<file path="config.mk">
export PLATFORM = sky130hd
export DESIGN_NAME = cff_front
export DESIGN_NICKNAME = d
export VERILOG_FILES = /design/src/hdl/concentration_feedback_factor_macros.svh /design/src/hdl/cff_pkg.sv /design/src/hdl/cff_front.sv
export SDC_FILE = /design/constraint.sdc
export NUM_CORES = 1
export LEC_CHECK = 0
export ABC_CLOCK_PERIOD_IN_PS = 14900
export BUFFER_PORTS_ARGS = -buffer_cell sky130_fd_sc_hd__buf_2
export CORE_MARGIN = 3
export CORE_UTILIZATION = 25
export CTS_CLUSTER_SIZE = 30
export DETAILED_ROUTE_END_ITERATION = 12
export GPL_TIMING_DRIVEN = 0
export PLACE_DENSITY = 0.42
export SYNTH_ARGS = -nofsm -noshare
export SYNTH_HDL_FRONTEND = slang
export SYNTH_SLANG_ARGS = --single-unit
</file>
<file path="constraint.sdc">
create_clock -name clk -period 14.9 [get_ports clk]
set_clock_uncertainty 0.1 [all_clocks]
set_input_delay 2.98 -clock clk [delete_from_list [all_inputs] [get_ports clk]]
set_output_delay 2.98 -clock clk [all_outputs]
set_load 0.02 [all_outputs]
</file>
<file path="src/hdl/concentration_feedback_factor_macros.svh">
// Assertion macros shared by the concentration feedback factor modules.
`ifndef CONCENTRATION_FEEDBACK_FACTOR_MACROS_SVH
`define CONCENTRATION_FEEDBACK_FACTOR_MACROS_SVH

// Same-cycle implication, checked outside reset.
`define CFF_ASSERT_NOW(lbl, ante, cons, msg) \
    lbl: assert property (@(posedge clk) disable iff (!rst_n) (ante) |-> (cons)) \
        else $error(msg);

// Next-cycle implication, checked outside reset.
`define CFF_ASSERT_NEXT(lbl, ante, cons, msg) \
    lbl: assert property (@(posedge clk) disable iff (!rst_n) (ante) |=> (cons)) \
        else $error(msg);

`endif

</file>
<file path="src/hdl/cff_pkg.sv">
// Shared constants, codes and types of the concentration feedback factor.
package cff_pkg;

    localparam int FRAC_BITS_DEF    = 16;
    localparam int MAX_EXPONENT_DEF = 15;
    localparam int QUEUE_DEPTH      = 2;
    localparam int CFG_INDEX_W      = 3;
    localparam int CFG_DATA_W       = 32;
    localparam int CONC_W           = 32;
    localparam int EXP_W            = 4;
    localparam int EXP_LIMIT        = 15;

    // Configuration register indexes
    localparam logic [CFG_INDEX_W-1:0] CFG_SIGN      = 3'd0;
    localparam logic [CFG_INDEX_W-1:0] CFG_FORM      = 3'd1;
    localparam logic [CFG_INDEX_W-1:0] CFG_THRESHOLD = 3'd2;
    localparam logic [CFG_INDEX_W-1:0] CFG_HALF_MAX  = 3'd3;
    localparam logic [CFG_INDEX_W-1:0] CFG_EXPONENT  = 3'd4;

    // Feedback sign codes
    localparam logic [1:0] SIGN_NONE = 2'd0;
    localparam logic [1:0] SIGN_NEG  = 2'd1;
    localparam logic [1:0] SIGN_POS  = 2'd2;
    localparam logic [1:0] SIGN_RSVD = 2'd3;   // behaves as none

    // Curve form codes
    localparam logic [1:0] FORM_HYP  = 2'd0;
    localparam logic [1:0] FORM_INC  = 2'd1;
    localparam logic [1:0] FORM_DEC  = 2'd2;
    localparam logic [1:0] FORM_UNIT = 2'd3;   // ratio fixed at 1.0

    typedef enum logic [1:0] {
        RATIO_DIV  = 2'd0,
        RATIO_ONE  = 2'd1,
        RATIO_ZERO = 2'd2
    } ratio_sel_t;

    // Classified job handed from front to back
    typedef struct packed {
        logic             active;
        ratio_sel_t       sel;
        logic [EXP_W-1:0] n;
        logic [CONC_W-1:0] num;
        logic [CONC_W:0]   den;
    } cff_job_t;

endpackage

</file>
<file path="src/hdl/cff_front.sv">
// Front end: configuration registers and classification of input words.
module cff_front import cff_pkg::*; #(
    parameter int MAX_EXPONENT = MAX_EXPONENT_DEF
) (
    input  logic                   clk,
    input  logic                   rst_n,
    input  logic                   cfg_wr_en,
    input  logic [CFG_INDEX_W-1:0] cfg_wr_index,
    input  logic [CFG_DATA_W-1:0]  cfg_wr_data,
    input  logic [CONC_W-1:0]      conc,
    output cff_job_t               job
);

    logic [1:0]        sign_reg;
    logic [1:0]        form_reg;
    logic [CONC_W-1:0] thr_reg;
    logic [CONC_W-1:0] hm_reg;
    logic [EXP_W-1:0]  exp_reg;

    always_ff @(posedge clk or negedge rst_n)
    begin
        if (!rst_n)
        begin
            sign_reg <= SIGN_NONE;
            form_reg <= FORM_HYP;
            thr_reg  <= '0;
            hm_reg   <= '0;
            exp_reg  <= EXP_W'(1);
        end
        else if (cfg_wr_en)
        begin
            case (cfg_wr_index)
                CFG_SIGN:      sign_reg <= cfg_wr_data[1:0];
                CFG_FORM:      form_reg <= cfg_wr_data[1:0];
                CFG_THRESHOLD: thr_reg  <= cfg_wr_data[CONC_W-1:0];
                CFG_HALF_MAX:  hm_reg   <= cfg_wr_data[CONC_W-1:0];
                CFG_EXPONENT:  exp_reg  <= cfg_wr_data[EXP_W-1:0];
                default:       ;
            endcase
        end
    end

    logic            neg;
    logic            pos;
    logic [CONC_W:0] sum;
    logic [EXP_W-1:0] n_sat;

    assign neg   = (sign_reg == SIGN_NEG) && (conc < thr_reg);
    assign pos   = (sign_reg == SIGN_POS) && (conc > thr_reg);
    assign sum   = {1'b0, conc} + {1'b0, hm_reg};
    assign n_sat = (int'(exp_reg) > MAX_EXPONENT) ? EXP_W'(MAX_EXPONENT) : exp_reg;

    always_comb
    begin
        job.active = neg || pos;
        job.n      = (neg || pos) ? n_sat : '0;
        job.sel    = RATIO_DIV;
        job.num    = conc;
        job.den    = sum;
        unique case (form_reg)
            FORM_HYP:
            begin
                job.num = neg ? conc : thr_reg;
                job.den = neg ? {1'b0, thr_reg} : {1'b0, conc};
            end
            FORM_INC:
            begin
                job.num = conc;
                job.den = sum;
            end
            FORM_DEC:
            begin
                job.num = hm_reg;
                job.den = sum;
            end
            default: job.sel = RATIO_ONE;
        endcase
        // zero divisor gives ratio zero
        if (form_reg != FORM_UNIT && job.den == '0)
        begin
            job.sel = RATIO_ZERO;
        end
    end

endmodule

</file>
## Word level (Yosys, flattened, before mapping)

Index checks and enable logic that the tools add are counted.

| storage, ports and cells | value |
|---|---|
| flip-flop bits (word level) | 72 |
| input port bits | 70 |
| output and inout port bits | 72 |

| cells by class | value |
|---|---|
| add/subtract/negate cells | 1 |
| order comparisons | 2 |
| eq/ne operators | 9 |
| mux-type cells | 6 |
| reduce and logical (&&, ||, !) cells | 13 |

Operators by type and width:

| kind | count |
|---|---|
| $pmux W65 S2 | 1 |
| $mux W32 | 2 |
| $add A32 B32 Y33 | 1 |
| $logic_not A33 Y1 | 1 |
| $gt A32 B32 Y1 | 1 |
| $lt A32 B32 Y1 | 1 |
| $reduce_and A2 Y1 | 5 |
| $eq A3 B2 Y1 const B | 2 |
| $eq A2 B1 Y1 const B | 2 |
| $eq A2 B2 Y1 const B | 2 |
| $mux W4 | 1 |
| $eq A3 B1 Y1 const B | 1 |
| $eq A3 B3 Y1 const B | 1 |
| $logic_and A1 B1 Y1 | 3 |
| $logic_not A3 Y1 | 1 |
| $reduce_or A3 Y1 | 1 |
| $logic_not A2 Y1 | 1 |
| $mux W2 | 1 |
| $ne A2 B2 Y1 const B | 1 |
| $logic_or A1 B1 Y1 | 1 |
| $mux W1 | 1 |

## Logic depth before layout (Yosys ltp)

Gate-level depths: netlist of the first run.

| logic depth | value |
|---|---|
| depth in word-level cells | 7 |
| depth in mapped cells | 16 |
| gate-level depth less buffers | 13 |

## Worst setup path before layout of the first run

Ideal clock, no wire load.

| timing | value |
|---|---|
| kind | input-to-output |
| from | input conc[0] |
| to | output job[70] (netlist bit) |
| arrival time | 6207 ps |
| required time | 11820 ps |
| setup slack | 5613 ps |
| stages | 13 |
| buffers on the path | 0 |
| path through | ha_1 > fa_1 > a21oi_1 > nor3_1 > or2_2 > o41ai_1 > xnor2_1 > nand2_1 > o21ai_0 > or4_4 > nor4_2 > nand4_1 > nor2_1 |

RTL lines:

| item | line | source |
|---|---|---|
| from (decl) | cff_front.sv:10 | `input logic [CONC_W-1:0] conc,` |
| to (decl) | cff_front.sv:11 | `output cff_job_t job` |

==> results of run 1 <==
## critical path, stage by stage
cell and delay [ps]:
buf_2 150, ha_1 340, a21oi_1 140, o21ai_0 260, a211oi_1 630, o311ai_0 250
a21oi_1 190, buf_6 220, buf_2 380, buf_2 400, mux2i_1 270, a21oi_1 150
nor4_1 540, nand4_1 290, nor2_1 160, buf_2 170
## report_power, final
| group | switching [mW] | internal, mW | leakage [nW] | total (mW) |
|---|---|---|---|---|
| logic | 0.490 | 0.266 | 2.56 | 0.756 |
| clock network | 0.0987 | 0.147 | 0.156 | 0.246 |
| registers | 0.0394 | 0.238 | 0.868 | 0.278 |
| total | 0.628 | 0.651 | 3.58 | 1.28 |
## kinds of logic after synthesis
logic type | count (synthesis) | share of synthesized area (%)
AO/OA/AOI/OAI | 282 | 26.2
AND/OR/NAND/NOR | 194 | 14.2
buffers and inverters | 86 | 5.31
flip-flops | 72 | 26.9
multiplexers | 71 | 11.4
adder cells (fa/ha/maj) | 65 | 12.3
XOR/XNOR | 28 | 3.66
## final timing paths
| path | start | to | slack, ps | cells after the start |
|---|---|---|---|---|
| setup / recovery | conc[25] | job[70] | 4290 | 16 |
| hold / removal | exp_reg[3]$_DFFE_PN0P_ | exp_reg[3]$_DFFE_PN0P_ | 400 | 1 |
| setup reg to reg | form_reg[1]$_DFFE_PN0P_ | form_reg[1]$_DFFE_PN0P_ | 13770 | 2 |
| hold reg to reg | exp_reg[3]$_DFFE_PN0P_ | exp_reg[3]$_DFFE_PN0P_ | 400 | 1 |
| max in group asynchronous | rst_n | exp_reg[0]$_DFFE_PN1P_ | 11600 | 2 |
| min in group asynchronous | rst_n | thr_reg[10]$_DFFE_PN0P_ | 2460 | 1 |
## cell usage in the layout (no fill, tap or decap), types with 12 or more instances in the layout
| cell type | count |
|---|---|
| buf_2 | 146 |
| o21ai_0 | 97 |
| nand2_1 | 85 |
| dfrtp_1 | 71 |
| a22oi_1 | 64 |
| ha_1 | 64 |
| a21oi_1 | 58 |
| mux2_2 | 42 |
| inv_1 | 39 |
| clkbuf_1 | 36 |
| nor2_1 | 31 |
| mux2i_1 | 29 |
| xnor2_1 | 15 |
| xor2_1 | 13 |
| nand3_1 | 12 |
## through the flow
step	instance area [sq um]	total power [mW]
6_report	8170	1.28
5_1_grt	8170	1.37
4_1_cts	8170	1.29
3_5_place_dp	7850	1.03
3_3_place_gp	7820	1.03
2_1_floorplan	6690	0.769
## layout make-up
cell class	count	share of cell area, %
Inverter	39	1.79
Timing Repair Buffer	142	9.01
Buffer	47	2.56
Clock inverter	7	1.16
Clock buffer	9	2.76
Tap cell	335	5.13
Sequential cell	72	22.1
Multi-Input combinational cell	640	55.5
## metal layers
layer	global-route usage, %	part of all wire [%]
met5	0	0
met4	4.66	1.4
met3	2.28	4.4
met2	31.1	47
met1	26.4	47
==> metrics.txt, run 1 <==
routed vias/inst=5.23; Overflow after GRT=0; # diodes=0; WS Path Type=in2out; Area Overhead vs Synth=22.0%; RSZ-0062 raised after global routing=no; I/O pin count=142; slew margin rel.=40.9%; post-route ant nets=0; TritonCTS Buffers=9; fin cells=1291; Tmin final=10610 ps; post-synth cell types=66; commonest cells in the netlist=o21ai_0 (97), nand2_1 (85), dfrtp_1 (71); Rows=59; pwr dens=157 nW/um^2; vias in the first global route=6804; first-pass GRT wire length=41500 um; period utilization=71.2%; largest cells by area after synthesis=dfrtp_1 (27%), ha_1 (12%), o21ai_0 (7.3%); initial antenna violation count=0; worst hold slack=401 ps; via count=6757; ratio of cells with drive above 1 in the final layout=22.9%; Multi-input gate area=4540 sq um; core area=26200 sq um; drt wl/cell=21.5 um; utilization after layout=31.2%; Setup crit start kind=primary input; number of fill cells in the layout=2862; clock slew at reported path FFs=60 ps; post-synthesis cell area=6690 sq um; synth warn=0; most common flop cell mapped by yosys=dfrtp_1; status=finished, final reports clean; Peak Freq=94.3 MHz; drt drc=0; post-detail-place hpwl=22000 um; CP Data Required Time=11820 ps; Yosys reg bits=72; cell count after placement=1275; Mapped Cells=798; TNS Setup=0 ps; Initial Util=25.5%; total wire length=27700 um; max-slew violations=0; Final WS setup=4290 ps; total of max-cap violations=0; sequential share of the synthesized area=26.9%; Critical Path AT=7530 ps; Slew @ Worst Pin=883 ps; Final #Nets=1086; critical path fanouts, max=10; Fin. Hold Viols=0; EDFF count, synth=0; Max clock buf depth=2; top-count cell post-synth=o21ai_0; drt first pass iters=5; htree depth=3; hold buffer count at CTS=0; largest net degree at the start of global routing=46; CP Capture Type=output port; Die H=170 um; GRT Total Usage=18.9%; pre-CTS setup slack=4440 ps; Register Area=1800 sq um; Mapped Avg Cell Area=8.39 sq um; root buf cell=clkbuf_16; cts repair resizes=0; clock latency on the worst-skew pair=350 ps; Yosys top cell area share=26.5%; GPL Wtd Cong=0.869; Die ar.=28800 sq um; DR iter-0 viols=487; CTS tree=done; IO Port Bufs=141; asr flop ratio synth=100%; endpoints failing setup=0; maximum VDD drop=47.1 uV; biggest area consumer among synthesized cells=dfrtp_1; CTS sink count=72; Syn Nets=933; Leak=3.58 nW; HP Class=reg2reg; Die W=170 um; post-CTS setup repair buffer count=0
(Power assumes the default switching activity.)
==> run 2, diff against run 1 <==
- ABC_AREA: not set -> 1
- ABC_CLOCK_PERIOD_IN_PS: 14900 -> 10900
- PLACE_DENSITY: 0.42 -> 0.41
- clock period: 14.9 -> 10.9 ns (I/O delays scaled with it)
==> metrics.txt, run 2 <==
status=finished, final reports clean; htree depth=3; Die W=178 um; drt drc=0; clock slew at reported path FFs=60 ps; clock latency on the worst-skew pair=340 ps; pwr dens=188 nW/um^2; Critical Path AT=5380 ps; Slew @ Worst Pin=829 ps; GPL Wtd Cong=0.923; DR iter-0 viols=705; commonest cells in the netlist=nand2_1 (331), inv_1 (150), o21ai_0 (134); commonest cells after routing, fill and taps aside=nand2_1 (331), inv_1 (150), buf_2 (150); ratio of cells with drive above 1 in the final layout=14.2%; total of max-cap violations=0; drt first pass iters=5; via count=8736; number of fill cells in the layout=3317; period utilization=70.3%; Mapped Avg Cell Area=6.25 sq um; CP Data Required Time=8620 ps; HP Class=reg2reg; root buf cell=clkbuf_16; met2 usage=35.1%; Die H=178 um; post-detail-place hpwl=29600 um; drt wl/cell=20.7 um; vias in the first global route=8359; I/O pin count=142; synth warn=0; most frequent CP cell=nand2_1; worst hold slack=384 ps; Leak=4.58 nW; slew margin rel.=44.8%; Yosys top cell area share=24.0%; Mapped Cells=1183; Rows=62; crit-path max cell delay=510 ps; CP cell instances=buf_2 > ha_1 > fa_1 > nand2_1 > nand2_1 > o21ai_1 > inv_1 > a21oi_1 > o21ai_1 > nand2_1 > nand2_1 > nand2_1 > nand2_1 > nand2_1 > nand4_1 > nor2_1 > nand3_1 > nor2_1 > buf_2; Synth Area in Adders=11.1%; sequential share of the synthesized area=24.4%; CTS tree=done; post-synth cell types=38; launching point of the worst reg2reg path=form_reg[0]$_DFFE_PN0P_; Multi-input gate area=4810 sq um; EDFF count, synth=0; critical path fanouts, max=4; biggest area consumer among synthesized cells=dfrtp_1; core area=28900 sq um; Max clock buf depth=2; Fin. Hold Viols=0; total power draw=1.68 mW; Tmin final=7660 ps; hold path endpoint=thr_reg[21]$_DFFE_PN0P_; hold buffer count at CTS=0; GR peak layer=met2; Overflow after GRT=0; IO Port Bufs=141; post-synthesis cell area=7390 sq um; cell count after placement=1709; first-pass GRT wire length=52400 um; met3 Resource Use GR=1.90%; endpoints failing setup=0; met1 Track Usage GR=33.0%; slowest stage cell, crit path=fa_1; Die ar.=31700 sq um; worst hold path cell count=2; cts repair resizes=0; most common flop cell mapped by yosys=dfrtp_1; largest cells by area after synthesis=dfrtp_1 (24%), nand2_1 (17%), ha_1 (11%); initial antenna violation count=0; post-CTS setup repair buffer count=0; largest family of logic cells by synthesized area=simple AND/OR/NAND/NOR gates; Register Area=1800 sq um; fin cells=1725; post-route ant nets=0; family with the most delay on the worst path=simple AND/OR/NAND/NOR gates; Initial Util=25.5%; Yosys reg bits=72; Worst R2R Path Depth=3; Setup crit start kind=primary input; reg2reg setup slack=9920 ps; Syn Nets=1318; HP Start=thr_reg[21]$_DFFE_PN0P_; CTS sink count=72; max-slew violations=0; CP Capture Type=output port; total wire length=35800 um; complex-gate fraction of the synthesized area=20.2%; commonest non-fill, non-tap cell in the layout=nand2_1; GRT Total Usage=22.4%; Synth Area in XOR/XNOR=0.237%; Post-Synth Simple-Gate Area=33.5%; Peak Freq=131 MHz; WS Path Type=in2out; # diodes=0; routed vias/inst=5.06; utilization after layout=30.8%; RSZ-0062 raised after global routing=no; R2R Path End=form_reg[0]$_DFFE_PN0P_; maximum VDD drop=91.9 uV; post-synthesis mux area share=0%; TritonCTS Buffers=9; Area Overhead vs Synth=20.6%; Final #Nets=1471; largest net degree at the start of global routing=66; top-count cell post-synth=nand2_1; asr flop ratio synth=100%; TNS Setup=0 ps; Buf/Inv on CP=3
## run 2: cell count changes in the layout (fill, tap and decap cells not counted), sizes merged, moves of 42 or more
cell and delta:
nand2 +248, nand3 +71, nor2 +47, inv +113, mux2 -42, o21ai +42, a22oi -64
## run 2: kinds of logic after synthesis
family / after synthesis
adders and majority gates: 65
buffers and inverters: 198
DFF: 72
xor gates and xnor gates: 2
AOI/OAI and AO/OA: 273
and+or+nand+nor: 573
## run 2: area by class of cell
cell class / count / area share [%]
clock buffers: 9 / 2.53
plain buffers: 45 / 2.25
clock inverters: 7 / 0.885
repair buffers: 142 / 8.26
multi-input cells: 913 / 54.0
inverters: 153 / 6.45
well taps: 384 / 5.39
flip-flops and latches: 72 / 20.2
## run 2: worst reg2reg max path: stages, from the launching register on
cell and delay [ps]:
dfrtp_1 380, buf_2 220, nand2_1 90, o21ai_0 70
## run 2: where the power goes
part / leakage [nW] / total (mW) / switching (mW) / internal [mW]
combinational: 3.53 / 0.985 / 0.685 / 0.300
clock: 0.144 / 0.314 / 0.133 / 0.180
sequential: 0.904 / 0.377 / 0.0590 / 0.318
total: 4.58 / 1.68 / 0.878 / 0.798
## run 2: metrics by stage
stage / setup WS, ps / area [sq um]
4_1_cts: 3350 / 8910
3_5_place_dp: 3360 / 8600
2_1_floorplan: 4240 / 7390
5_1_grt: 3170 / 8910
3_3_place_gp: 3330 / 8570
6_report: 3240 / 8910
## run 2: worst max path at each step
stage / start / to / slack [ps] / cells after the start
floorplan: conc[0] / job[70] / 4240 / 16
global placement: conc[0] / job[70] / 3330 / 19
detailed placement: conc[0] / job[70] / 3360 / 19
CTS: conc[0] / job[70] / 3350 / 19
global route: conc[0] / job[70] / 3170 / 19
finish: conc[0] / job[70] / 3240 / 19
## run 2: metal layers
metal | part of all wire, % | up-vias | wire (um)
met5 | 0 | - | 0
met2 | 45 | 257 | 16000
met3 | 4.7 | 35 | 1700
met1 | 49 | 4179 | 17400
li1 | - | 4265 | -
met4 | 1.9 | 0 | 692
