[config.mk]
export PLATFORM = sky130hd
export DESIGN_NAME = cff_queue
export DESIGN_NICKNAME = d
export VERILOG_FILES = /design/src/hdl/cff_pkg.sv /design/src/hdl/cff_queue.sv
export VERILOG_INCLUDE_DIRS = /design/src /design/src/hdl
export SDC_FILE = /design/constraint.sdc
export NUM_CORES = 1
export LEC_CHECK = 0
export BUFFER_PORTS_ARGS = -buffer_cell sky130_fd_sc_hd__buf_2
export CORE_MARGIN = 5
export CORE_UTILIZATION = 50
export CTS_BUF_LIST = sky130_fd_sc_hd__clkbuf_4 sky130_fd_sc_hd__clkbuf_8
export DETAILED_ROUTE_END_ITERATION = 12
export GPL_ROUTABILITY_DRIVEN = 1
export PLACE_DENSITY_LB_ADDON = 0.25
export RECOVER_POWER = 50
export SLEW_MARGIN = 10
export SYNTH_ARGS = -nofsm -noshare
export SYNTH_HDL_FRONTEND = slang
export SYNTH_SLANG_ARGS = --single-unit
[constraint.sdc]
create_clock -name clk -period 7.7 [get_ports clk]
set_input_delay 0.77 -clock clk [delete_from_list [all_inputs] [get_ports clk]]
set_output_delay 0.77 -clock clk [all_outputs]
set_load 0.02 [all_outputs]
[src/hdl/concentration_feedback_factor_macros.svh]
// Assertion macros shared by the concentration feedback factor modules.
`ifndef CONCENTRATION_FEEDBACK_FACTOR_MACROS_SVH
`define CONCENTRATION_FEEDBACK_FACTOR_MACROS_SVH

// Same-cycle implication, checked outside reset.
`define CFF_ASSERT_NOW(lbl, ante, cons, msg) \
    lbl: assert property (@(posedge clk) disable iff (!rst_n) (ante) |-> (cons)) \
        else $error(msg);

// Next-cycle implication, checked outside reset.
`define CFF_ASSERT_NEXT(lbl, ante, cons, msg) \
    lbl: assert property (@(posedge clk) disable iff (!rst_n) (ante) |=> (cons)) \
        else $error(msg);

`endif

[src/hdl/cff_pkg.sv]
// Shared constants, codes and types of the concentration feedback factor.
package cff_pkg;

    localparam int FRAC_BITS_DEF    = 16;
    localparam int MAX_EXPONENT_DEF = 15;
    localparam int QUEUE_DEPTH      = 2;
    localparam int CFG_INDEX_W      = 3;
    localparam int CFG_DATA_W       = 32;
    localparam int CONC_W           = 32;
    localparam int EXP_W            = 4;
    localparam int EXP_LIMIT        = 15;

    // Configuration register indexes
    localparam logic [CFG_INDEX_W-1:0] CFG_SIGN      = 3'd0;
    localparam logic [CFG_INDEX_W-1:0] CFG_FORM      = 3'd1;
    localparam logic [CFG_INDEX_W-1:0] CFG_THRESHOLD = 3'd2;
    localparam logic [CFG_INDEX_W-1:0] CFG_HALF_MAX  = 3'd3;
    localparam logic [CFG_INDEX_W-1:0] CFG_EXPONENT  = 3'd4;

    // Feedback sign codes
    localparam logic [1:0] SIGN_NONE = 2'd0;
    localparam logic [1:0] SIGN_NEG  = 2'd1;
    localparam logic [1:0] SIGN_POS  = 2'd2;
    localparam logic [1:0] SIGN_RSVD = 2'd3;   // behaves as none

    // Curve form codes
    localparam logic [1:0] FORM_HYP  = 2'd0;
    localparam logic [1:0] FORM_INC  = 2'd1;
    localparam logic [1:0] FORM_DEC  = 2'd2;
    localparam logic [1:0] FORM_UNIT = 2'd3;   // ratio fixed at 1.0

    typedef enum logic [1:0] {
        RATIO_DIV  = 2'd0,
        RATIO_ONE  = 2'd1,
        RATIO_ZERO = 2'd2
    } ratio_sel_t;

    // Classified job handed from front to back
    typedef struct packed {
        logic             active;
        ratio_sel_t       sel;
        logic [EXP_W-1:0] n;
        logic [CONC_W-1:0] num;
        logic [CONC_W:0]   den;
    } cff_job_t;

endpackage

[src/hdl/cff_queue.sv]
// Short job queue between front and back.
module cff_queue import cff_pkg::*; (
    input  logic     clk,
    input  logic     rst_n,
    input  logic     push,
    input  cff_job_t push_job,
    output logic     not_full,
    input  logic     pop,
    output logic     not_empty,
    output cff_job_t pop_job
);

`include "concentration_feedback_factor_macros.svh"

    localparam int PtrW = (QUEUE_DEPTH > 1) ? $clog2(QUEUE_DEPTH) : 1;
    localparam int CntW = $clog2(QUEUE_DEPTH + 1);

    cff_job_t            mem [QUEUE_DEPTH];
    logic [PtrW-1:0]     wr_ptr_reg, wr_ptr_next;
    logic [PtrW-1:0]     rd_ptr_reg, rd_ptr_next;
    logic [CntW-1:0]     count_reg, count_next;
    logic                do_push, do_pop;

    assign not_full  = (count_reg != CntW'(QUEUE_DEPTH));
    assign not_empty = (count_reg != '0);
    assign do_push   = push && not_full;
    assign do_pop    = pop && not_empty;
    assign pop_job   = mem[rd_ptr_reg];

    always_comb
    begin
        wr_ptr_next = wr_ptr_reg;
        rd_ptr_next = rd_ptr_reg;
        if (do_push)
        begin
            wr_ptr_next = (int'(wr_ptr_reg) == QUEUE_DEPTH - 1) ? '0 : wr_ptr_reg + 1'b1;
        end
        if (do_pop)
        begin
            rd_ptr_next = (int'(rd_ptr_reg) == QUEUE_DEPTH - 1) ? '0 : rd_ptr_reg + 1'b1;
        end
        count_next = count_reg + CntW'(do_push) - CntW'(do_pop);
    end

    always_ff @(posedge clk or negedge rst_n)
    begin
        if (!rst_n)
        begin
            wr_ptr_reg <= '0;
            rd_ptr_reg <= '0;
            count_reg  <= '0;
        end
        else
        begin
            wr_ptr_reg <= wr_ptr_next;
            rd_ptr_reg <= rd_ptr_next;
            count_reg  <= count_next;
        end
    end

    always_ff @(posedge clk)
    begin
        if (do_push)
        begin
            mem[wr_ptr_reg] <= push_job;
        end
    end

    `CFF_ASSERT_NOW(a_count_bound, 1'b1, count_reg <= CntW'(QUEUE_DEPTH), "queue overfilled")
    `CFF_ASSERT_NEXT(a_count_track, do_push && !do_pop, count_reg == $past(count_reg) + 1'b1, "queue count lost a push")

endmodule

# Yosys cells after proc, flatten, opt, wreduce, memory -nomap -nowiden
# Memories as Yosys holds them, arrays and structs flattened.
# Cells that the tools add are included.
[op_classes]
eq_ne = 1
mux = 4
addsub = 4
n_reduce_logical = 3
[ops]
columns = ["operator", "n"]
rows = [
  ["$mux W1", 4],
  ["$add A1 B1 Y1 const B", 2],
  ["$add A2 B1 Y2", 1],
  ["$logic_and A1 B1 Y1", 2],
  ["$ne A2 B2 Y1 const B", 1],
  ["$reduce_bool A2 Y1", 1],
  ["$sub A2 B1 Y2", 1],
]
[word_totals]
ram_bits = 144
out_inout_bits = 74
register_bits = 4
memories = 1
input_bits = 76
wordCells = 16
[mem_list]
columns = ["name", "depth", "word_bits", "rd", "rd_clocked_by_memory_dff", "write_ports", "line_no", "source"]
rows = [
  ["mem", 2, 72, 1, 0, 1, "cff_queue.sv:18", "cff_job_t mem [QUEUE_DEPTH];"],
]

# Depth between registers and ports, before layout
# Gate-level depths: netlist of the first run.
[logic_depth]
depth_word = 4
mapped_depth = 5

# Least setup slack after synthesis of the first run
# No wires, ideal clock.
[synth_timing]
path_kind = "input to register"
start = "input push"
end = "memory mem[0][0] in the netlist's numbering, enable pin"
cell_stages = 2
arrival_ns = 3.857
setup_ns = 0.503
n_path_buf = 0
slack_ns = 3.340
required_time_ns = 7.197
path_cell_list = "nand2_1 -> nor2_1"
[synth_between]
elab_chain_len = 3
[synth_lines]
columns = ["item", "line_no", "source"]
rows = [
  ["from (decl)", "cff_queue.sv:5", "input logic push,"],
  ["$logic_and A1 B1 Y1", "cff_queue.sv:26", "assign do_push = push && not_full;"],
  ["$mux W1", "cff_queue.sv:63", "if (do_push)"],
  ["$mux W1 (implied by the code)", "cff_queue.sv:65", "mem[wr_ptr_reg] <= push_job;"],
  ["to (decl)", "cff_queue.sv:18", ""],
]
# Every way passes these cells.

==> results of run 1 <==
==> final cells by class <==
| type | instances | area (um^2) | area share |
|---|---|---|---|
| tap | 140 | 175 | 0.0263 |
| clock inverter | 13 | 181 | 0.0272 |
| sequential | 148 | 4420 | 0.664 |
| multi-input combinational | 90 | 937 | 0.141 |
| clock buffer | 19 | 249 | 0.0374 |
| timing repair buffer | 150 | 693 | 0.104 |
==> cell usage after synthesis <==
| master | n |
|---|---|
| a211oi_1 | 1 |
| mux2_2 | 72 |
| ha_1 | 1 |
| buf_6 | 7 |
| nand2_1 | 2 |
| or2_2 | 1 |
| a21bo_1 | 1 |
| nand3_1 | 1 |
| and3_1 | 1 |
| xnor2_1 | 3 |
| buf_4 | 1 |
| a32oi_1 | 1 |
| o21ai_0 | 1 |
| dfrtp_1 | 4 |
| nand2b_1 | 1 |
| edfxtp_1 | 144 |
| nor2b_1 | 1 |
| nor2_1 | 3 |
==> worst paths after layout <==
path,from,endpoint,slack [ps]
max in group asynchronous,rst_n,count_reg[1]$_DFF_PN0_,7320
worst min register to register,wr_ptr_reg$_DFFE_PN0P_,wr_ptr_reg$_DFFE_PN0P_,550
worst max-delay path,rd_ptr_reg$_DFFE_PN0P_,pop_job[68],3400
min in group clk,push_job[26],mem[0][26]$_DFFE_PP_,530
worst max register to register,count_reg[0]$_DFF_PN0_,mem[1][71]$_DFFE_PP_,4140
worst min-delay path,rst_n,wr_ptr_reg$_DFFE_PN0P_,170
==> critical path: stages (launching register included) <==
cell	delay [ps]
dfrtp_1	2370
mux2_2	500
buf_2	180
==> per-stage QoR <==
step | total power, uW | util | hold WS [ps] | setup WS [ps]
final | 2660 | 0.620 | 173 | 3400
after detailed placement | 2050 | 0.586 | 545 | 4830
after CTS | 2680 | 0.626 | 113 | 4750
after floorplan | 1810 | - | 460 | 3340
after global routing | 2810 | 0.620 | 149 | 3090
after global placement | 2030 | 0.586 | 545 | 4840
==> cells by family (layout without fill, tap and decap cells) <==
kind of cell,count (synthesis),after routing
flip-flops,148,148
multiplexers,72,72
AND/OR/NAND/NOR,10,10
buffers and inverters,8,182
AO/OA/AOI/OAI,4,4
XOR/XNOR,3,3
adder cells (fa/ha/maj),1,1
==> report_power, final <==
group	internal, uW	leakage [uW]	switching, uW
clock	360	0.000217	268
combinational	350	0.000791	458
sequential	1110	0.00139	117
total	1820	0.00240	842
==> routing by layer <==
layer / track usage / share of wire / vias up
met5: 0 / 0 / -
met4: 0.0523 / 0.0080 / 0
met3: 0.0539 / 0.071 / 5
met2: 0.253 / 0.52 / 89
met1: 0.181 / 0.40 / 1331
li1: - / - / 1303
==> results.toml, run 1 <==
[run_status]
status = "finished, violations left"
violations = "max-capacitance violations, max-slew violations"

[die]
die_area_um2 = 13100
initial_core_util = 0.506
die_x_um = 114
core_area_um2 = 10700
rows = 38
die_h_um = 114
io_pins = 150

[yosys]
synth-seq-cells = 148
yosys_warnings = 0
synthAdderAreaFrac = 0.00230
synthXorXnorAreaFrac = 0.00483
synthTopCellsByArea = "edfxtp_1 79%, mux2_2 15%, dfrtp_1 1.8%"
synth_compound_area_frac = 0.00575
ys_types = 18
syn_area_per_cell_um2 = 22.1
syn_nets = 323
synth_top_family_by_area = "multiplexers"
synth_top_area_cell = "edfxtp_1"
synth_area_um2 = 5440
synth-simple-area-share = 0.00897
ys_seq_area_frac = 0.813
synthMuxAreaShare = 0.149
netlist_instances = 246
netlist.area_leader.share = 0.795

[cts]
htree_levels = 4
clock_path_buffers = 2
clock-root-buffer = "clkbuf_8"
cts_tree = "done"
clock_latency_ps = 420
clk_pin_slew_ps = 80
cts_resized = 0
cts_sinks = 148
cts_inserted_buffers = 17
hold_buffers = 0
cts_setup_buffers = 0

[route]
first_pass_iters = 4
first_iter_violations = 80
vias = 2728
drc = 0
routed_wl_um = 9290
antenna_left = 0
wl_per_cell_um = 16.6
viasPerCell = 4.87

[place]
io_buffer_count = 149
place_area_um2 = 6300
detailed_place_hpwl_um = 6050
place.gp.congestion = 0.692
dp_cells = 528

[timing]
slew_violations = 147
tightest_slew_ps = 3330
fmax_mhz = 233
hold_viol = 0
setup_viol_count_final = 0
clock_skew_ps = 10.8
period_share = 0.559
rsz0062_at_grt = "no"
totalNegativeSetupSlack_ps = 0
finalCriticalPeriod_ps = 4300
relSlewSlack = -1.22

[power]
total_leakage_power_uw = 0.00240
peakVddDrop_mv = 0.201
p_per_area_nw_per_um2 = 399

[grt]
grt_max_degree = 74
overflow = 0
grt_pass1_wl_um = 14900
antenna_found_initial = 0
grt_usage = 0.151
grt_pass1_vias = 2966

[critical_path]
worstPathRequired_ps = 6930
worstRegToRegCells = 2
path_class = "flip-flop to primary output"
startpoint_type = "flip-flop"
end_kind = "primary output"
path_max_fanout = 73
arrival_ps = 3530

[layout]
layout_common_cells = "144 x edfxtp_1, 101 x buf_2, 72 x mux2_2"
n_fill_cell = 834
drive_above_1_share = 0.495
final_cells = 560
diodes = 0
area.growth.synth_to_final_pct = 22.4
layout_commonest_cell = "edfxtp_1"
fin_area_um2 = 6660
largest_register_ffs = 144
nNetsFinal = 484

[worst_hold_path]
hp-class = "input port to asynchronous set/reset pin"

[flow_run]
cap_violations = 2
Note: power is estimated with default switching activity, not from simulation.
==> run 2, diff against run 1 <==
==> constraint.sdc (replaced) <==
create_clock -name clk -period 4.17 [get_ports clk]
set_input_delay 0.417 -clock clk [delete_from_list [all_inputs] [get_ports clk]]
set_output_delay 0.417 -clock clk [all_outputs]
set_load 0.02 [all_outputs]
==> run 2 against run 1 <==
  * The run still ends with max-capacitance violations, max-slew violations left
  * Via count grew 1.3%
  * Utilization rose by 0.77 points
  * Highest routed layer unchanged
  * Non-clock buffer count grew 1
  * Die area stayed put
  * Final cell count up 0.18%
  * Total power rose by 88%
==> results.toml, run 2 (same netlist as run 1, synthesis figures left out) <==
[cts]
cts_inserted_buffers = 17
htree_levels = 4
cts_setup_buffers = 0
clock-root-buffer = "clkbuf_8"
clock_path_buffers = 2
cts_resized = 0
clock_latency_ps = 420
cts_sinks = 148
hold_buffers = 1
cts_tree = "done"
clk_pin_slew_ps = 80

[timing]
rsz0062_at_grt = "no"
finalCriticalPeriod_ps = 2560
fmax_mhz = 391
slew_violations = 73
period_share = 0.613
relSlewSlack = -0.112
setup_ws_ps = 1610
totalNegativeSetupSlack_ps = 0
clock_skew_ps = 11.4
tightest_slew_ps = 1670
setup_viol_count_final = 0
hold_viol = 0

[critical_path]
critPathLaunch = "rd_ptr_reg$_DFFE_PN0P_"
path_max_fanout = 73
crit_buf_inv = 1
worstSetupPathDepth = 2
worstPathRequired_ps = 3750
arrival_ps = 2140
reg2reg_slack_ps = 1780
slowest_delay_ps = 1090
worstPathCellList = "mux2_2 -> buf_2"
cp_slowest_cell = "dfrtp_4"
startpoint_type = "flip-flop"
r2r_start = "count_reg[0]$_DFF_PN0_"
crit_family = "flip-flops"
worstRegToRegCells = 2
path_class = "flip-flop to primary output"
r2r_end = "mem[1][40]$_DFFE_PP_"
crit_end = "pop_job[20]"
end_kind = "primary output"

[layout]
layout_commonest_cell = "edfxtp_1"
area.growth.synth_to_final_pct = 23.9
final_cells = 561
diodes = 0
layout_common_cells = "144 x edfxtp_1, 110 x buf_2, 72 x mux2_2"
fin_util = 0.628
drive_above_1_share = 0.520
largest_register_ffs = 144
nNetsFinal = 485

[die]
io_pins = 150
initial_core_util = 0.506
die_h_um = 114
rows = 38
die_area_um2 = 13100
die_x_um = 114
core_area_um2 = 10700

[place]
dp_cells = 528
io_buffer_count = 149
place.gp.congestion = 0.695
detailed_place_hpwl_um = 6230
dp_slack_ps = 1990

[route]
first_iter_violations = 111
first_pass_iters = 4
wl_per_cell_um = 17.3
antenna_left = 0
routed_wl_um = 9710
vias = 2763
viasPerCell = 4.93
drc = 0

[run_status]
status = "finished, violations left"
violations = "max-capacitance violations, max-slew violations"

[power]
p_per_area_nw_per_um2 = 744
total_leakage_power_uw = 0.00245
peakVddDrop_mv = 0.592
total_power_uw = 5010

[grt]
grt_pass1_wl_um = 15000
antenna_found_initial = 0
grt_max_degree = 74
overflow = 0
grt_usage = 0.155
grt_pass1_vias = 3010

[worst_hold_path]
hp-class = "input port to flip-flop"

[flow_run]
cap_violations = 1
==> run 2: cell type report <==
cell class | instances | area (um^2)
repair buffers | 151 | 727
clock buffers | 18 | 241
clock inverters | 14 | 233
multi-input cells | 90 | 938
fillers | 818 | 4000
flip-flops and latches | 148 | 4430
well taps | 140 | 175
==> run 2: worst min path at each step <==
stage | end | cells past startpoint | start
2_1_floorplan | count_reg[0]$_DFF_PN0_ | 0 | rst_n
3_3_place_gp | count_reg[0]$_DFF_PN0_ | 1 | rst_n
3_5_place_dp | count_reg[0]$_DFF_PN0_ | 1 | rst_n
4_1_cts | mem[1][3]$_DFFE_PP_ | 1 | push_job[3]
5_1_grt | mem[0][21]$_DFFE_PP_ | 1 | push_job[21]
6_report | mem[1][3]$_DFFE_PP_ | 1 | push_job[3]
==> run 2: report_power, final <==
part / internal [uW] / leakage (uW) / switching [uW] / total (uW)
clock network: 778 / 0.000236 / 516 / 1290
registers: 2040 / 0.00139 / 224 / 2260
logic: 611 / 0.000825 / 847 / 1460
total: 3430 / 0.00245 / 1590 / 5010
==> run 2: routing by layer <==
layer  vias up  global-route usage  wire (um)  share of wire
li1       1302                   -          -              -
met1      1347               0.177       3880           0.40
met2        99               0.263       4980           0.51
met3        15              0.0523        681          0.070
met4         0              0.0760        172          0.018
met5         -                   0          0              0
==> run 2: per-stage QoR <==
stage               cell area (um^2)  hold WS (ps)
finish                          6740           177
global route                    6740           123
CTS                             6800           136
detailed placement              6310           228
global placement                6310           227
floorplan                       5440           121
==> run 2: worst register-to-register path, stage by stage, from the launching register on <==
cell and delay, ps:
dfrtp_1 450, nand2b_1 180, and3_2 1330
==> run 3, diff against run 2 <==
--- a/config.mk
+++ b/config.mk
@@ -6,6 +6,7 @@
 export SDC_FILE = /design/constraint.sdc
 export NUM_CORES = 1
 export LEC_CHECK = 0
+export ABC_AREA = 1
 export BUFFER_PORTS_ARGS = -buffer_cell sky130_fd_sc_hd__buf_2
 export CORE_MARGIN = 5
 export CORE_UTILIZATION = 50
==> constraint.sdc (replaced) <==
create_clock -name clk -period 2.6 [get_ports clk]
set_input_delay 0.26 -clock clk [delete_from_list [all_inputs] [get_ports clk]]
set_output_delay 0.26 -clock clk [all_outputs]
set_load 0.02 [all_outputs]
==> run 3 against run 2 <==
  * The run now ends clean
  * Sequential cell count unchanged
  * Hold slack got worse by 110 ps
  * Synthesized cell count increased by 65%
  * Highest routed layer unchanged
  * Utilization increased by 5.0 points
  * Die area increased by 0.92%
  * First-iteration DRC count increased by 130%
  * Count of clock-buffer cells in the layout increased by 1
  * Clock power increased by 23%
  * Largest power group unchanged
  * Sequential share of layout area decreased by 5.2 points
  * Combinational power increased by 100%
==> results.toml, run 3 <==
[layout]
largest_register_ffs = 144
layout_common_cells = "225 x nand2_1, 144 x edfxtp_1, 86 x buf_2"
drive_above_1_share = 0.201
layout_commonest_cell = "nand2_1"
nNetsFinal = 712
area.growth.synth_to_final_pct = 33.1

[timing]
clock_skew_ps = 7.66
rsz0062_at_grt = "no"
relSlewSlack = 0.344
tightest_slew_ps = 984
totalNegativeSetupSlack_ps = 0
slew_violations = 0
finalCriticalPeriod_ps = 2160
hold_viol = 0
fmax_mhz = 463
setup_viol_count_final = 0
period_share = 0.830
hold_ws_ps = 71.5

[cts]
clock_latency_ps = 430
cts_setup_buffers = 0
cts_inserted_buffers = 17
hold_buffers = 61
clk_pin_slew_ps = 70
cts_resized = 0
clock_path_buffers = 2
htree_levels = 4
clock-root-buffer = "clkbuf_8"
cts_sinks = 148
cts_tree = "done"

[critical_path]
end_kind = "primary output"
path_max_fanout = 72
cp_slowest_cell = "buf_4"
cp_common_cell = "nand2_1"
startpoint_type = "flip-flop"
slowest_delay_ps = 620
worstPathCellList = "buf_4 -> nand2_1 -> nand2_1 -> buf_2"
path_class = "flip-flop to primary output"
arrival_ps = 1900
worstPathRequired_ps = 2340

[die]
initial_core_util = 0.509
core_area_um2 = 10800
die_area_um2 = 13200
io_pins = 150
die_h_um = 115
rows = 38
die_x_um = 115

[yosys]
yosysMostFrequentCell = "nand2_1"
ys.flop_type = "edfxtp_1"
ys_seq_area_frac = 0.805
ys_types = 16
synth_area_um2 = 5500
synthArstFlopShare = 0.0270
syn_nets = 484
netlist.area_leader.share = 0.787
synthTopCellsByArea = "edfxtp_1 79%, nand2_1 15%, dfrtp_1 1.8%"
netlist_instances = 407
syn_area_per_cell_um2 = 13.5
yosys_warnings = 0
synth-seq-cells = 148
yosys-top-cells-count = "223 x nand2_1, 144 x edfxtp_1, 7 x buf_6, 7 x inv_1, 6 x buf_2"
synth_edf_count = 144
synth_top_area_cell = "edfxtp_1"

[power]
peakVddDrop_mv = 0.552
total_leakage_power_uw = 0.00303
total_power_uw = 7970
p_per_area_nw_per_um2 = 1090

[route]
wl_per_cell_um = 14.5
vias = 3721
first_pass_iters = 4
antenna_left = 0
first_iter_violations = 250
routed_wl_um = 11400
drc = 0
viasPerCell = 4.72

[worst_hold_path]
hp-class = "input port to flip-flop"

[flow_run]
cap_violations = 0

[grt]
grt_max_degree = 74
grt_pass1_wl_um = 18000
antenna_found_initial = 0
grt_pass1_vias = 3763
overflow = 0
grt_usage = 0.180

[place]
place.gp.congestion = 0.810
detailed_place_hpwl_um = 6780
io_buffer_count = 149

[run_status]
status = "completed"
## run 3: area by class of cell
class	instances	area (um^2)
diodes	1	2.50
clock buffers	19	249
clock inverters	13	113
fillers	812	3480
inverters	8	35.0
multi-input cells	236	912
flip-flops and latches	148	4430
well taps	140	175
repair buffers	224	1400
## run 3: logic make-up after synthesis
group | share of synthesized area
AO/OA/AOI/OAI | 0.00182
XOR/XNOR | 0.00159
adder cells (fa/ha/maj) | 0.00228
buffers and inverters | 0.0289
flip-flops | 0.805
AND/OR/NAND/NOR | 0.160
## run 3: report_power, final
part	internal (uW)	switching (uW)
logic	831	2130
clock network	769	825
registers	3260	147
## run 3: worst max-delay path: cells and delay by family, from the launching register on
| kind | cells | cell delay (ps) |
|---|---|---|
| buffers and inverters | 2 | 790 |
| flip-flops | 1 | 400 |
| AND/OR/NAND/NOR | 2 | 250 |
## run 3: path summary, 6_finish.rpt
path / start / end / slack, ps / depth (start not counted)
min in group asynchronous: rst_n / count_reg[0]$_DFF_PN0_ / 200 / 2
worst min-delay path: push_job[30] / mem[1][30]$_DFFE_PP_ / 70 / 1
worst max-delay path: rd_ptr_reg$_DFFE_PN0P_ / pop_job[3] / 440 / 4
worst min register to register: count_reg[0]$_DFF_PN0_ / count_reg[0]$_DFF_PN0_ / 570 / 1
max in group asynchronous: rst_n / rd_ptr_reg$_DFFE_PN0P_ / 2170 / 2
worst max register to register: count_reg[0]$_DFF_PN0_ / mem[1][39]$_DFFE_PP_ / 560 / 5
## run 3: metrics by stage
step           cell area (um^2)  utilization  std cells  worst slack (ps)
2_1_floorplan              5510            -        407               401
3_3_place_gp               6340        0.588        686               914
3_5_place_dp               6340        0.588        686               894
4_1_cts                    7320        0.678        779               401
5_1_grt                    7310        0.677        788               225
6_report                   7310        0.678        789               441
## run 3: metal layers
metal / routed length (um) / GRT usage
met4: 163 / 0.0689
met1: 4460 / 0.222
met3: 747 / 0.0547
met2: 6030 / 0.300
met5: 0 / 0
